### src/design/awrs_pkg.sv
`default_nettype none
package awrs_pkg;

  localparam int POS_W      = 7;
  localparam int PLANE_W    = 17;
  localparam int SLOT_W     = 4;
  localparam int WIN_PLANES = 11;
  localparam int HALF_ORDER = 5;
  localparam int NUM_TAPS   = 31;
  localparam int TAP_W      = 5;
  localparam int CFG_IDX_W  = 3;
  localparam int SUM_W      = 50;
  localparam int ACC_W      = 84;
  localparam int QUO_W      = 48;
  localparam int QUEUE_DEPTH = 4;

  localparam logic [CFG_IDX_W-1:0] REG_DEPTH  = 3'd0;
  localparam logic [CFG_IDX_W-1:0] REG_WIDTH  = 3'd1;
  localparam logic [CFG_IDX_W-1:0] REG_TIME   = 3'd2;
  localparam logic [CFG_IDX_W-1:0] REG_INV_DZ = 3'd3;
  localparam logic [CFG_IDX_W-1:0] REG_INV_DX = 3'd4;

  localparam logic [14:0] ROUND_CONST = 15'd12600;

  // divide by 25200: drop 4 bits, then multiply by ceil(2^53 / 1575)
  localparam int          RECIP_SHIFT  = 53;
  localparam logic [42:0] RECIP_CONST  = 43'd5718856669677;
  localparam logic [47:0] SAT_DIVIDEND = 48'd54116587954800;

  typedef logic [1:0] tap_kind_t;
  localparam tap_kind_t KIND_TIME   = 2'd0;
  localparam tap_kind_t KIND_X      = 2'd1;
  localparam tap_kind_t KIND_Z      = 2'd2;
  localparam tap_kind_t KIND_CENTER = 2'd3;

  typedef struct packed {
    logic signed [31:0] sample;
    logic [31:0]        slowness_term;
  } in_item_t;

  typedef struct packed {
    logic signed [31:0] residual;
    logic               last_point;
  } out_item_t;

  typedef struct packed {
    logic [POS_W-1:0] depth;
    logic [POS_W-1:0] width;
    logic [15:0]      planes;
    logic [31:0]      inv_dz;
    logic [31:0]      inv_dx;
  } cfg_t;

  typedef struct packed {
    logic signed [31:0]  sample;
    logic [31:0]         slowness;
    logic [POS_W-1:0]    x;
    logic [POS_W-1:0]    z;
    logic [PLANE_W-1:0]  plane;
    logic [SLOT_W-1:0]   slot;
    logic                has_result;
    logic                last;
  } job_t;

  typedef struct packed {
    tap_kind_t  kind;
    logic [2:0] k;
    logic       neg;
  } tap_info_t;

  function automatic tap_info_t tap_info(logic [TAP_W-1:0] t);
    tap_info_t  r;
    logic [TAP_W-1:0] u;
    if (t < 5'd10) begin
      r.kind = KIND_TIME;
      u = t;
    end else if (t < 5'd20) begin
      r.kind = KIND_X;
      u = t - 5'd10;
    end else if (t < 5'd30) begin
      r.kind = KIND_Z;
      u = t - 5'd20;
    end else begin
      r.kind = KIND_CENTER;
      u = '0;
    end
    r.k   = (r.kind == KIND_CENTER) ? 3'd0 : 3'(u >> 1) + 3'd1;
    r.neg = u[0];
    return r;
  endfunction

  function automatic logic signed [17:0] tap_weight(logic [2:0] k);
    logic signed [17:0] w;
    case (k)
      3'd0:    w = -18'sd73766;
      3'd1:    w = 18'sd42000;
      3'd2:    w = -18'sd6000;
      3'd3:    w = 18'sd1000;
      3'd4:    w = -18'sd125;
      3'd5:    w = 18'sd8;
      default: w = '0;
    endcase
    return w;
  endfunction

endpackage
`default_nettype wire

### src/design/awrs_queue.sv
`default_nettype none
module awrs_queue (
  input  wire logic           clk,
  input  wire logic           rst_n,
  input  wire logic           push,
  input  wire awrs_pkg::job_t push_job,
  output logic                full,
  input  wire logic           pop,
  output logic                not_empty,
  output awrs_pkg::job_t      head
);

  localparam int D  = awrs_pkg::QUEUE_DEPTH;
  localparam int PW = $clog2(D);

  awrs_pkg::job_t  slots_r [D];
  logic [PW-1:0]   wr_ptr_r, rd_ptr_r;
  logic [PW:0]     count_r;

  assign full      = (count_r == (PW+1)'(D));
  assign not_empty = (count_r != '0);
  assign head      = slots_r[rd_ptr_r];

  always_ff @(posedge clk) begin
    if (push && !full) slots_r[wr_ptr_r] <= push_job;
  end

  always_ff @(posedge clk) begin
    if (!rst_n) begin
      wr_ptr_r <= '0;
      rd_ptr_r <= '0;
      count_r  <= '0;
    end else begin
      if (push && !full) wr_ptr_r <= wr_ptr_r + PW'(1);
      if (pop && not_empty) rd_ptr_r <= rd_ptr_r + PW'(1);
      count_r <= count_r + (PW+1)'(push && !full) - (PW+1)'(pop && not_empty);
    end
  end

endmodule
`default_nettype wire

### config.mk
export PLATFORM = sky130hd
export DESIGN_NAME = awrs_queue
export DESIGN_NICKNAME = d
export VERILOG_FILES = /design/src/design/awrs_pkg.sv /design/src/design/awrs_queue.sv
export SDC_FILE = /design/constraint.sdc
export NUM_CORES = 1
export LEC_CHECK = 0
export BUFFER_PORTS_ARGS = -buffer_cell sky130_fd_sc_hd__clkbuf_2
export CAP_MARGIN = 0
export CELL_PAD_IN_SITES_DETAIL_PLACEMENT = 2
export CELL_PAD_IN_SITES_GLOBAL_PLACEMENT = 2
export CORE_MARGIN = 5
export CORE_UTILIZATION = 30
export CTS_CLUSTER_DIAMETER = 50
export DETAILED_ROUTE_END_ITERATION = 8
export GPL_TIMING_DRIVEN = 0
export PLACE_DENSITY = 0.57
export SETUP_SLACK_MARGIN = 0.2
export SYNTH_ARGS = -nofsm -noshare
export SYNTH_HDL_FRONTEND = slang
export SYNTH_SLANG_ARGS = --single-unit
export TNS_END_PERCENT = 20
### constraint.sdc
create_clock -name clk -period 4.4 [get_ports clk]
set_input_delay 0 -clock clk [delete_from_list [all_inputs] [get_ports clk]]
set_output_delay 0 -clock clk [all_outputs]
set_load 0.005 [all_outputs]
=== Word-level counts from Yosys, hierarchy flattened ===
Memory sizes are Yosys's and may differ from the RTL's. A register that Yosys moved wholly into a read port is not among the register bits.
Cells that the tools add are included.

* Register bits: 7
* Memories: 1
* RAM bits: 404
* Word-level logic and storage cells: 17
* Input port bits: 105
* Output and inout bits: 103

* Add/sub/neg operators: 4
* Reduce and logical (&&, ||, !) cells: 4
* Equal/unequal tests: 1
* Mux-type cells: 4

{| class="wikitable"
|+ Memory list
! memory !! depth !! bits a word !! read ports !! clocked after memory_dff !! wr ports !! RTL line !! text
|-
| slots_r || 4 || 101 || 1 || 1 || 1 || awrs_queue.sv:16 || <nowiki>awrs_pkg::job_t slots_r [D];</nowiki>
|}

{| class="wikitable"
|+ Operators by type and width
! operator !! number
|-
| adder 2 x 1 -> 2 bit, second input constant || 2
|-
| 2-to-1 mux 2 bit || 2
|-
| adder 3 x 1 -> 3 bit || 1
|-
| equality test 3 bit, second input constant || 1
|-
| nonzero test 3 bit || 1
|-
| subtractor 3 x 1 -> 3 bit || 1
|-
| logical AND 1 bit || 2
|-
| 2-to-1 mux 1 bit || 2
|-
| zero test 1 bit || 1
|}

=== Longest topological paths before layout ===
Gate-level depths: netlist (run 1).

* Depth after elaboration: 5
* Mapped depth: 12
* Mapped depth without buffers: 11

=== Least setup slack after synthesis (run 1) ===
No wires, ideal clock.

* Path kind: register to register
* From: register count_r[1]
* To: memory slots_r[0][0] (netlist bit) (enable)
* Buffers on the path: 1
* Slack: 0.702 ns
* Setup time: 0.471 ns
* Arrival time: 3.226 ns
* Required time: 3.929 ns
* Period minus slack after synthesis: 3.698 ns
* Cell stages (with the launch flop): 5
* Cell sequence: dfxtp_1 -> nor3b_2 -> nor2b_1 -> clkbuf_1 -> and2_1

* Cells in the longest elaborated chain, start to end: 5

{| class="wikitable"
|+ RTL lines
! what !! RTL line !! text
|-
| from (decl) || awrs_queue.sv:18 || <nowiki>logic [PW:0] count_r;</nowiki>
|-
| from (signal assigned) || awrs_queue.sv:36 || <nowiki>count_r <= count_r + (PW+1)'(push && !full) - (PW+1)'(pop && not_empty);</nowiki>
|-
| equality test 3 bit || awrs_queue.sv:20 || <nowiki>assign full = (count_r == (PW+1)'(D));</nowiki>
|-
| via full || awrs_queue.sv:7 || <nowiki>output logic full,</nowiki>
|-
| zero test 1 bit || awrs_queue.sv:25 || <nowiki>if (push && !full) slots_r[wr_ptr_r] <= push_job;</nowiki>
|-
| logical AND 1 bit || awrs_queue.sv:25 ||
|-
| 2-to-1 mux 1 bit || awrs_queue.sv:25 ||
|-
| 2-to-1 mux 1 bit (implied by the code) || awrs_queue.sv:25 ||
|-
| to (decl) || awrs_queue.sv:16 ||
|}

The timed path passes the listed nets, and every way through them passes these cells.

==> results_dict.tcl, run 1 <==
set metrics [dict create \
    cts_inserted_buffers 49 \
    cts_max_level 2 \
    antenna_left 0 \
    dr.first_iter.drc_count 417 \
    finalSetupViolations 0 \
    clk_path_buf_depth 3 \
    totalNegativeSetupSlack_ps 0 \
    worst_ir_drop_on_vdd_uv 419 \
    io_buffer_count 206 \
    synth_top_area_share_pct 80.6 \
    timing.critical_path.from_type "flop" \
    design.portCount 208 \
    grt_start_max_net_pins 45 \
    groute.usage.overall_pct 12.9 \
    clockRootBuffer "sky130_fd_sc_hd__clkbuf_16" \
    final_hold_viol_count 0 \
    fp.dieArea_mm2 0.0548 \
    status "complete, no violations" \
    synth-seq-cells 413 \
    timing.max_cap.violations 0 \
    sequential_standard_cell_area_mm2 0.0123 \
    vias 7289 \
    cts_num_sinks 413 \
    hold-worst-slack_ps 181 \
    cp_slowest_cell "sky130_fd_sc_hd__clkbuf_1" \
    static-leakage-power_nw 6.69 \
    final_util_pct 39.6 \
    path_delay_family "buffers and inverters" \
    syn-num-nets 687 \
    post-route-min-period_ps 2660 \
    fin_crit_sh_pct 60.5 \
    worst-setup-path-type "flop to output port" \
    worst_path_largest_cell_delay_ps 720 \
    slew_at_the_pin_with_the_worst_max_slew_slack_ps 977 \
    worst-endpoint-arrival_ps 2660 \
    pre_cts_ws_ps 1730 \
    synth-edff-count 404 \
    clock_tree_from_tritoncts "built" \
    worst-path-max-fanout 10 \
    drc 0 \
    worst_setup_hold_path_clk_slew_ps 60 \
    internal_power_mw 8.23 \
    power.combinational.fraction_pct 21.1 \
    switching_share_of_power_pct 25.8 \
    yosys.cell_count.top_type "sky130_fd_sc_hd__edfxtp_1" \
    fp.dieH_um 234 \
    area_growth_pct 31.2 \
    synth-seq-area-share_pct 81.8 \
    grt_overflow 0 \
    maxSlewViolCount 0 \
    synth_area_leader_cell "sky130_fd_sc_hd__edfxtp_1" \
    finalNetCount 1057 \
    vias_in_the_first_global_route 8499 \
    crit_path_buf_inv_count 3 \
    p_seq_share_pct 43.9 \
    routed_wirelength_mm 35.4 \
    post_drt_via_cell_ratio 4.41 \
    rsz0062_at_grt "no" \
    critPathRequiredTime_ps 4400 \
    worstRegToRegCells 6 \
    dominantRegCellSynth "sky130_fd_sc_hd__edfxtp_1" \
    first_pass_iters 4 \
    number_of_placement_rows 82 \
    antenna_violations_before_repair 2 \
    finalWorstSetupSlack_ps 1740 \
    cp_num_cells 4 \
    worstPathCellList "clkbuf_1 > buf_2 > mux4_2 > clkbuf_2" \
    multi_input_comb_area_mm2 0.00255 \
    ys_top_cells_by_count "sky130_fd_sc_hd__edfxtp_1, sky130_fd_sc_hd__mux4_2, sky130_fd_sc_hd__buf_2, sky130_fd_sc_hd__buf_6, sky130_fd_sc_hd__dfxtp_1" \
    die_x_um 234 \
    synth.top_cells.by_area "sky130_fd_sc_hd__edfxtp_1, sky130_fd_sc_hd__mux4_2, sky130_fd_sc_hd__dfxtp_1, sky130_fd_sc_hd__buf_6, sky130_fd_sc_hd__ha_1" \
    yosys_warnings 0 \
    hold_class "input pin to flop" \
    n_fill_cell 4763 \
    power.clock.fraction_pct 35.0 \
    syn_area_mm2 0.0151 \
    whs_path_depth 2 \
    syn_area_per_cell_um2 26.2 \
    power_per_cell_area_mw_per_mm2 561 \
    global_route_wire_length_before_repair_mm 53.0 \
    starting_density_of_the_core_pct 30.2 \
    proportion_of_register_bits_with_asynchronous_set_or_reset_after_synthesis_pct 0 \
    fin_skew_ps 21.1 \
    layout-drive-gt1-share_pct 41.6 \
    max_slew_headroom_pct 34.9 \
    clk_latency_ps 580 \
    total_switching_power_mw 2.85 \
    hpwl_mm 21.7 \
    wl_per_cell_um 21.4 \
    cp-end-kind "output port" \
    max_freq_mhz 376 \
    place.gp.congestion 0.666 \
    core_area_mm2 0.0499 \
    netlist-cell-type-count 18 \
    synth_cells 575 \
]
==> layer usage <==
layer  GRT usage (%)  wire length (µm)
met1            16.0             14200
met4            4.37               920
met2            22.0             18200
met3            3.49              2060
met5               0                 7
==> cell families (layout without fill, tap and decap cells) <==
| family | count (synthesis) | in the layout | share of synthesized area [%] |
|---|---|---|---|
| DFF | 413 | 413 | 81.8 |
| muxes | 103 | 103 | 15.2 |
| buffers and inverters | 29 | 433 | 1.30 |
| and+or+nand+nor | 17 | 17 | 0.682 |
| adders and majority gates | 7 | 7 | 0.632 |
| xor gates and xnor gates | 4 | 4 | 0.233 |
| AOI/OAI and AO/OA | 2 | 2 | 0.116 |
| other | 0 | 1 | 0 |
==> final timing paths <==
| check | from | end | slack (ps) |
|---|---|---|---|
| worst max-delay path | flop | head[34] | 1740 |
| worst min-delay path | push_job[56] | slots_r[0][56] | 180 |
| worst max register to register | count_r[1] | slots_r[2][49] | 1800 |
| worst min register to register | wr_ptr_r[0] | wr_ptr_r[0] | 500 |
==> per-stage QoR <==
step           std cells  instance area (µm²)  power [mW]
6_report            1652                19700        11.1
5_1_grt             1652                19700        11.7
3_3_place_gp        1453                16900        7.29
2_1_floorplan        575                15100        6.27
3_5_place_dp        1461                17100        7.31
4_1_cts             1651                19700        11.4
==> layout make-up <==
cell class	instances	area share, %
Sequential cell	413	62.4
Multi-Input combinational cell	133	12.9
Timing Repair Buffer	319	11.6
Clock buffer	59	6.40
Tap cell	672	4.26
Clock inverter	26	1.41
Buffer	24	0.900
Inverter	5	0.0951
Antenna cell	1	0.0127
==> sequential cells by signal, indices dropped and copies added (netlist names), named ones only <==
signal    cells
rd_ptr_r      2
count_r       3
slots_r     404
wr_ptr_r      2
==> cells in the final DEF, fill, tap and decap left out, types with 2 or more instances in the layout <==
cell / instances
sky130_fd_sc_hd__and2_1: 3
sky130_fd_sc_hd__and2_4: 4
sky130_fd_sc_hd__buf_16: 7
sky130_fd_sc_hd__buf_2: 10
sky130_fd_sc_hd__buf_6: 10
sky130_fd_sc_hd__bufinv_16: 4
sky130_fd_sc_hd__clkbuf_1: 14
sky130_fd_sc_hd__clkbuf_16: 49
sky130_fd_sc_hd__clkbuf_2: 206
sky130_fd_sc_hd__clkinv_1: 8
sky130_fd_sc_hd__clkinv_2: 2
sky130_fd_sc_hd__clkinv_4: 3
sky130_fd_sc_hd__clkinv_8: 2
sky130_fd_sc_hd__clkinvlp_4: 3
sky130_fd_sc_hd__dfxtp_1: 9
sky130_fd_sc_hd__dlygate4sd3_1: 105
sky130_fd_sc_hd__edfxtp_1: 404
sky130_fd_sc_hd__ha_1: 6
sky130_fd_sc_hd__inv_1: 5
sky130_fd_sc_hd__inv_6: 3
sky130_fd_sc_hd__mux2i_1: 2
sky130_fd_sc_hd__mux4_2: 101
sky130_fd_sc_hd__nand2_1: 4
sky130_fd_sc_hd__nor2b_1: 4
sky130_fd_sc_hd__xnor2_1: 4
==> timing repair <==
item                      CTS  global route
buffers inserted            0             0
hold buffers              105             0
resized for setup           0             0
hold endpoints to repair  413             0
==> power groups by stage <==
stage | combinational (mW) | clock [mW] | sequential [mW]
2_1_floorplan | 1.32 | 0 | 4.95
3_3_place_gp | 2.27 | 0 | 5.02
3_5_place_dp | 2.36 | 0 | 4.95
4_1_cts | 2.45 | 4.03 | 4.87
5_1_grt | 2.56 | 4.21 | 4.90
6_report | 2.34 | 3.88 | 4.86
==> worst reg2reg max path: stages, from the launching register on <==
cell	delay, ps
sky130_fd_sc_hd__dfxtp_1	480
sky130_fd_sc_hd__nor3b_2	100
sky130_fd_sc_hd__nor2b_1	120
sky130_fd_sc_hd__clkbuf_1	350
sky130_fd_sc_hd__and2_4	600
sky130_fd_sc_hd__buf_16	300
sky130_fd_sc_hd__buf_16	260
No activity file was read; power rests on OpenSTA's default activity.
==> inputs of run 2 (changes only) <==
==> constraint.sdc (replaced) <==
create_clock -name clk -period 2.65 [get_ports clk]
set_input_delay 0 -clock clk [delete_from_list [all_inputs] [get_ports clk]]
set_output_delay 0 -clock clk [all_outputs]
set_load 0.005 [all_outputs]
==> run 2 against run 1 <==
Against the previous run: sequential power grew 66%; global-route usage shrank 0.16 points; non-clock buffer count grew 1; first-iteration DRC count shrank 18%; clock power grew 65%; final area grew 0.11%; routed wire length shrank 0.88%; utilization is essentially flat; worst hold slack lost 81 ps; final cell count is essentially flat; register-to-register slack lost 1500 ps; sequential cell count is the same; critical path type is now flop to flop; largest cell class unchanged.
==> results_dict.tcl, run 2 (synthesis results as in run 1) <==
set metrics [dict create \
    number_of_placement_rows 82 \
    hold-worst-slack_ps 100 \
    fin_crit_sh_pct 87.8 \
    max_reg_flops 404 \
    starting_density_of_the_core_pct 30.2 \
    cp_slowest_cell "sky130_fd_sc_hd__fa_1" \
    cts_max_level 2 \
    fp.dieArea_mm2 0.0548 \
    routed_wirelength_mm 35.1 \
    finalNetCount 1058 \
    cts_inserted_buffers 49 \
    max_slew_headroom_pct 49.2 \
    final_util_pct 39.6 \
    dr.first_iter.drc_count 343 \
    rsz0062_at_grt "no" \
    clockRootBuffer "sky130_fd_sc_hd__clkbuf_16" \
    layout.cells.most_common "sky130_fd_sc_hd__edfxtp_1" \
    wirelength_met1_mm 14.5 \
    static-leakage-power_nw 6.72 \
    worstPathCellList "nor3b_4 > nor2b_1 > buf_4 > inv_1 > ha_1 > inv_1 > ha_1 > inv_1 > fa_1 > xnor2_2 > xnor2_1 > and2_1" \
    global_route_wire_length_before_repair_mm 52.9 \
    slew_at_the_pin_with_the_worst_max_slew_slack_ps 762 \
    report.power.total_mw 18.4 \
    finalSetupViolations 0 \
    power_per_cell_area_mw_per_mm2 931 \
    worstRegToRegCells 12 \
    maxSlewViolCount 0 \
    post-route-min-period_ps 2330 \
    layout-drive-gt1-share_pct 42.3 \
    status "complete, no violations" \
    hpwl_mm 21.5 \
    worst-endpoint-arrival_ps 2770 \
    finalNonFillerCells 1653 \
    core_area_mm2 0.0499 \
    whs_endpoint "wr_ptr_r[0]" \
    dp.cells 1461 \
    cts_num_sinks 413 \
    clk_path_buf_depth 3 \
    timing.critical_path.mode_cell "sky130_fd_sc_hd__inv_1" \
    r2r_slack_ps 320 \
    hold_class "input pin to flop" \
    first_pass_iters 4 \
    groute.usage.overall_pct 12.8 \
    finalWorstSetupSlack_ps 323 \
    worst-setup-path-type "flop to flop" \
    place.gp.congestion 0.664 \
    antenna_left 0 \
    drc 0 \
    fin_skew_ps 10.9 \
    whs_path_depth 5 \
    critPathRequiredTime_ps 3090 \
    worst_setup_hold_path_clk_slew_ps 60 \
    totalNegativeSetupSlack_ps 0 \
    vias_in_the_first_global_route 8584 \
    grt_start_max_net_pins 52 \
    final_cell_area_mm2 0.0198 \
    rr_endpoint "count_r[2]" \
    grt_overflow 0 \
    top_register "slots_r" \
    pre_cts_ws_ps -42.2 \
    detailed_place.area_mm2 0.0171 \
    timing.max_cap.violations 0 \
    post_drt_via_cell_ratio 4.40 \
    r2r_start "count_r[2]" \
    wl_per_cell_um 21.2 \
    detailroute.wirelength.met3_mm 2.08 \
    final_hold_viol_count 0 \
    wl_met2_mm 17.7 \
    antenna_violations_before_repair 1 \
    worst-path-max-fanout 5 \
    route.top_layer_used "met5" \
    design.portCount 208 \
    worstHoldStart "push" \
    mostFrequentLayoutCells "sky130_fd_sc_hd__edfxtp_1, sky130_fd_sc_hd__clkbuf_2, sky130_fd_sc_hd__dlygate4sd3_1, sky130_fd_sc_hd__mux4_2, sky130_fd_sc_hd__clkbuf_16" \
    worst_ir_drop_on_vdd_uv 657 \
    vias 7278 \
    fp.dieH_um 234 \
    reg_top3 "slots_r x404, count_r x3" \
    timing.critical_path.from_type "flop" \
    die_x_um 234 \
    clock_tree_from_tritoncts "built" \
    clk_latency_ps 560 \
    io_buffer_count 206 \
    cp-end-kind "flop" \
    max_freq_mhz 430 \
    worst_path_largest_cell_delay_ps 430 \
    area_growth_pct 31.3 \
]
run 2: changes by cell type in the layout (fill, tap and decap cells not counted), moves of 3 or more:
cell	change
sky130_fd_sc_hd__buf_4	+3
sky130_fd_sc_hd__clkinv_2	+5
sky130_fd_sc_hd__dfxtp_1	-3
sky130_fd_sc_hd__clkbuf_1	-3
run 2: timing repair:
item | in CTS | in global routing
gates resized for setup | 6 | 5
setup buffers | 0 | 2
hold buffers | 104 | 0
setup endpoints to repair | 131 | 41
endpoints found under the hold margin | 413 | 0
run 2: cell type report:
cell class / instances / area, µm²
multi-input combinational: 133 / 2570
clock inverter: 26 / 262
sequential: 413 / 12300
buffer: 24 / 183
timing repair buffer: 320 / 2300
fill: 4747 / 30100
clock buffer: 59 / 1270
antenna: 1 / 2.50
tap: 672 / 841
inverter: 5 / 18.8
run 2: per-layer routing:
metal	GRT usage, %	vias to the layer above
li1	-	3235
met1	16.0	3821
met2	21.9	157
met3	3.41	63
met4	3.73	2
met5	0	-
run 2: critical path: cells and delay by family, from the launching register on:
family                   cells  cell delay, ps
buffers and inverters        4             290
flip-flops                   1             350
adder cells (fa/ha/maj)      3             830
AND/OR/NAND/NOR              3             450
XOR/XNOR                     2             300
run 2: how the worst max path moves through the flow:
stage / slack [ps] / cells after the start / endpoint / from
after floorplan: 70 / 4 / slots_r[0][0] / count_r[1]
after global placement: -1370 / 4 / slots_r[2][17] / count_r[1]
after detailed placement: -40 / 6 / slots_r[3][17] / count_r[1]
after CTS: 210 / 12 / count_r[2] / count_r[2]
after global routing: 200 / 12 / count_r[2] / count_r[2]
final: 320 / 12 / count_r[2] / count_r[2]
run 2: power by group:
part | total [mW] | internal [mW] | switching, mW
clock | 6.41 | 3.89 | 2.52
combinational | 3.91 | 1.99 | 1.93
sequential | 8.09 | 7.91 | 0.178
total | 18.4 | 13.8 | 4.62
==> inputs of run 3 (changes only) <==
--- a/config.mk
+++ b/config.mk
@@ -11,10 +11,11 @@
 export CELL_PAD_IN_SITES_GLOBAL_PLACEMENT = 2
 export CORE_MARGIN = 5
 export CORE_UTILIZATION = 30
-export CTS_CLUSTER_DIAMETER = 50
+export CTS_CLUSTER_DIAMETER = 40
 export DETAILED_ROUTE_END_ITERATION = 8
 export GPL_TIMING_DRIVEN = 0
-export PLACE_DENSITY = 0.57
+export HOLD_SLACK_MARGIN = 0.05
+export PLACE_DENSITY = 0.6
 export SETUP_SLACK_MARGIN = 0.2
 export SYNTH_ARGS = -nofsm -noshare
 export SYNTH_HDL_FRONTEND = slang
==> constraint.sdc (replaced) <==
create_clock -name clk -period 2.1 [get_ports clk]
set_input_delay 0 -clock clk [delete_from_list [all_inputs] [get_ports clk]]
set_output_delay 0 -clock clk [all_outputs]
set_load 0.005 [all_outputs]
==> run 3 against run 2 <==
Against the previous run: die area is the same; highest routed layer unchanged; critical path type unchanged; non-clock buffer count grew 21; global-route usage grew 0.79 points; sequential power grew 27%; combinational power grew 57%; final cell count grew 4.8%; clock power grew 93%; power grew 57%; final area grew 9.4%.
==> results_dict.tcl, run 3 (synthesis results as in run 1) <==
set metrics [dict create \
    final_hold_viol_count 0 \
    internal_power_mw 21.4 \
    top_register "slots_r" \
    static-leakage-power_nw 7.52 \
    max_reg_flops 404 \
    finalNetCount 1106 \
    final_cell_area_mm2 0.0216 \
    hpwl_mm 21.6 \
    post-route-min-period_ps 2090 \
    r2r_slack_ps 10 \
    worst_setup_hold_path_clk_slew_ps 50 \
    place.gp.congestion 0.675 \
    post_drt_via_cell_ratio 4.42 \
    global_route_wire_length_before_repair_mm 55.4 \
    switching_share_of_power_pct 25.6 \
    worst-setup-path-type "flop to flop" \
    detailed_place.area_mm2 0.0172 \
    worst-path-max-fanout 5 \
    vias 7661 \
    critPathRequiredTime_ps 2580 \
    n_fill_cell 4610 \
    worst-endpoint-arrival_ps 2570 \
    grt_overflow 0 \
    drc 0 \
    antenna_left 0 \
    report.power.total_mw 28.8 \
    worstPathCellList "nor3b_4 > nor2b_1 > clkbuf_8 > inv_4 > ha_4 > inv_2 > ha_4 > inv_2 > fa_2 > xnor2_2 > xnor2_1 > and2_1" \
    worstRegToRegCells 12 \
    cp_slowest_cell "sky130_fd_sc_hd__dfxtp_4" \
    fin_skew_ps 24.5 \
    first_pass_iters 4 \
    layout-drive-gt1-share_pct 48.0 \
    mostFrequentLayoutCells "sky130_fd_sc_hd__edfxtp_1, sky130_fd_sc_hd__clkbuf_2, sky130_fd_sc_hd__dlygate4sd3_1, sky130_fd_sc_hd__mux4_2, sky130_fd_sc_hd__clkbuf_16" \
    die_x_um 234 \
    wl_per_cell_um 22.1 \
    timing.max_cap.violations 0 \
    maxSlewViolCount 0 \
    max_freq_mhz 479 \
    clk_latency_ps 590 \
    io_buffer_count 206 \
    grt_start_max_net_pins 52 \
    power_per_cell_area_mw_per_mm2 1330 \
    hold_class "input pin to flop" \
    clockRootBuffer "sky130_fd_sc_hd__clkbuf_16" \
    core_area_mm2 0.0499 \
    fp.dieArea_mm2 0.0548 \
    totalNegativeSetupSlack_ps 0 \
    cts_inserted_buffers 76 \
    clk_path_buf_depth 3 \
    slew_at_the_pin_with_the_worst_max_slew_slack_ps 391 \
    multi_input_comb_area_mm2 0.00260 \
    starting_density_of_the_core_pct 30.2 \
    rsz0062_at_grt "yes" \
    finalWorstSetupSlack_ps 12.4 \
    status "complete, no violations" \
    max_slew_headroom_pct 73.9 \
    timing.critical_path.from_type "flop" \
    setup.worst_path.end "count_r[2]" \
    vias_in_the_first_global_route 9009 \
    worst_ir_drop_on_vdd_uv 744 \
    dr.first_iter.drc_count 383 \
    groute.usage.overall_pct 13.6 \
    routed_wirelength_mm 38.2 \
    clock_tree_from_tritoncts "built" \
    cts_max_level 3 \
    worst_path_largest_cell_delay_ps 360 \
    fp.dieH_um 234 \
    worst_setup_path_startpoint "count_r[2]" \
    fin_crit_sh_pct 99.4 \
    power.combinational.fraction_pct 21.3 \
    final_util_pct 43.4 \
    antenna_violations_before_repair 3 \
    design.portCount 208 \
    r2r_start "count_r[2]" \
    finalSetupViolations 0 \
    power.clock.fraction_pct 43.1 \
    reg_top3 "slots_r x404, count_r x3" \
    layout.cells.most_common "sky130_fd_sc_hd__edfxtp_1" \
    rr_endpoint "count_r[2]" \
    sequential_standard_cell_area_mm2 0.0123 \
    pre_cts_ws_ps -102 \
    cp-end-kind "flop" \
    number_of_placement_rows 82 \
    area_growth_pct 43.6 \
    total_switching_power_mw 7.38 \
    cts_num_sinks 413 \
    p_seq_share_pct 35.6 \
]
-- run 3: how the worst min path moves through the flow --
stage                           to  slack (ps)  depth (start not counted)    startpoint
global placement    slots_r[3][13]         220                          1  push_job[13]
CTS                  slots_r[3][1]         110                          2   push_job[1]
finish              slots_r[2][36]         170                          2  push_job[36]
floorplan            slots_r[0][0]         100                          0   push_job[0]
detailed placement  slots_r[3][65]         230                          1  push_job[65]
global route        slots_r[2][36]         140                          2  push_job[36]
-- run 3: per-stage QoR --
| stage | hold WS [ps] | std cells |
|---|---|---|
| CTS | 112 | 1714 |
| finish | 174 | 1732 |
| floorplan | 98.9 | 575 |
| detailed placement | 225 | 1461 |
| global route | 137 | 1731 |
| global placement | 219 | 1453 |
-- run 3: power groups by stage --
stage                     registers, mW  clock network (mW)  logic, mW
final                              10.3                12.4       6.13
after detailed placement           10.4                   0       4.99
after global routing               10.3                13.2       6.64
after global placement             10.4                   0       4.80
after floorplan                    10.3                   0       2.84
after CTS                          10.3                12.8       5.68
-- run 3: per-layer routing --
layer / share of wire [%] / wire length (µm) / up-vias / GRT usage, %
met3: 6.8 / 2580 / 71 / 4.63
met4: 2.2 / 848 / 2 / 4.24
met1: 39 / 15100 / 4014 / 16.3
li1: - / - / 3368 / -
met2: 52 / 19700 / 206 / 23.2
met5: 0.039 / 15 / - / 0
-- run 3: repair_timing --
item,CTS,global route
hold endpoints to repair,413,0
hold buffers,105,0
endpoints found under the setup margin,222,468
setup buffers,4,5
pin swaps,5,4
resized for setup,53,36
cloned,2,11
-- run 3: cell type report --
| cell class | instances | share of cell area (%) |
|---|---|---|
| flip-flops and latches | 413 | 57.0 |
| diodes | 2 | 0.0231 |
| plain buffers | 24 | 1.50 |
| clock buffers | 83 | 9.21 |
| well taps | 672 | 3.89 |
| inverters | 5 | 0.0984 |
| clock inverters | 59 | 2.96 |
| multi-input cells | 133 | 12.0 |
| repair buffers | 341 | 13.3 |
-- run 3: worst max-delay path: cells and delay by family (launching register included) --
| family | cells | cell delay (ps) |
|---|---|---|
| XOR/XNOR | 2 | 270 |
| adder cells (fa/ha/maj) | 3 | 670 |
| buffers and inverters | 4 | 270 |
| flip-flops | 1 | 360 |
| AND/OR/NAND/NOR | 3 | 420 |
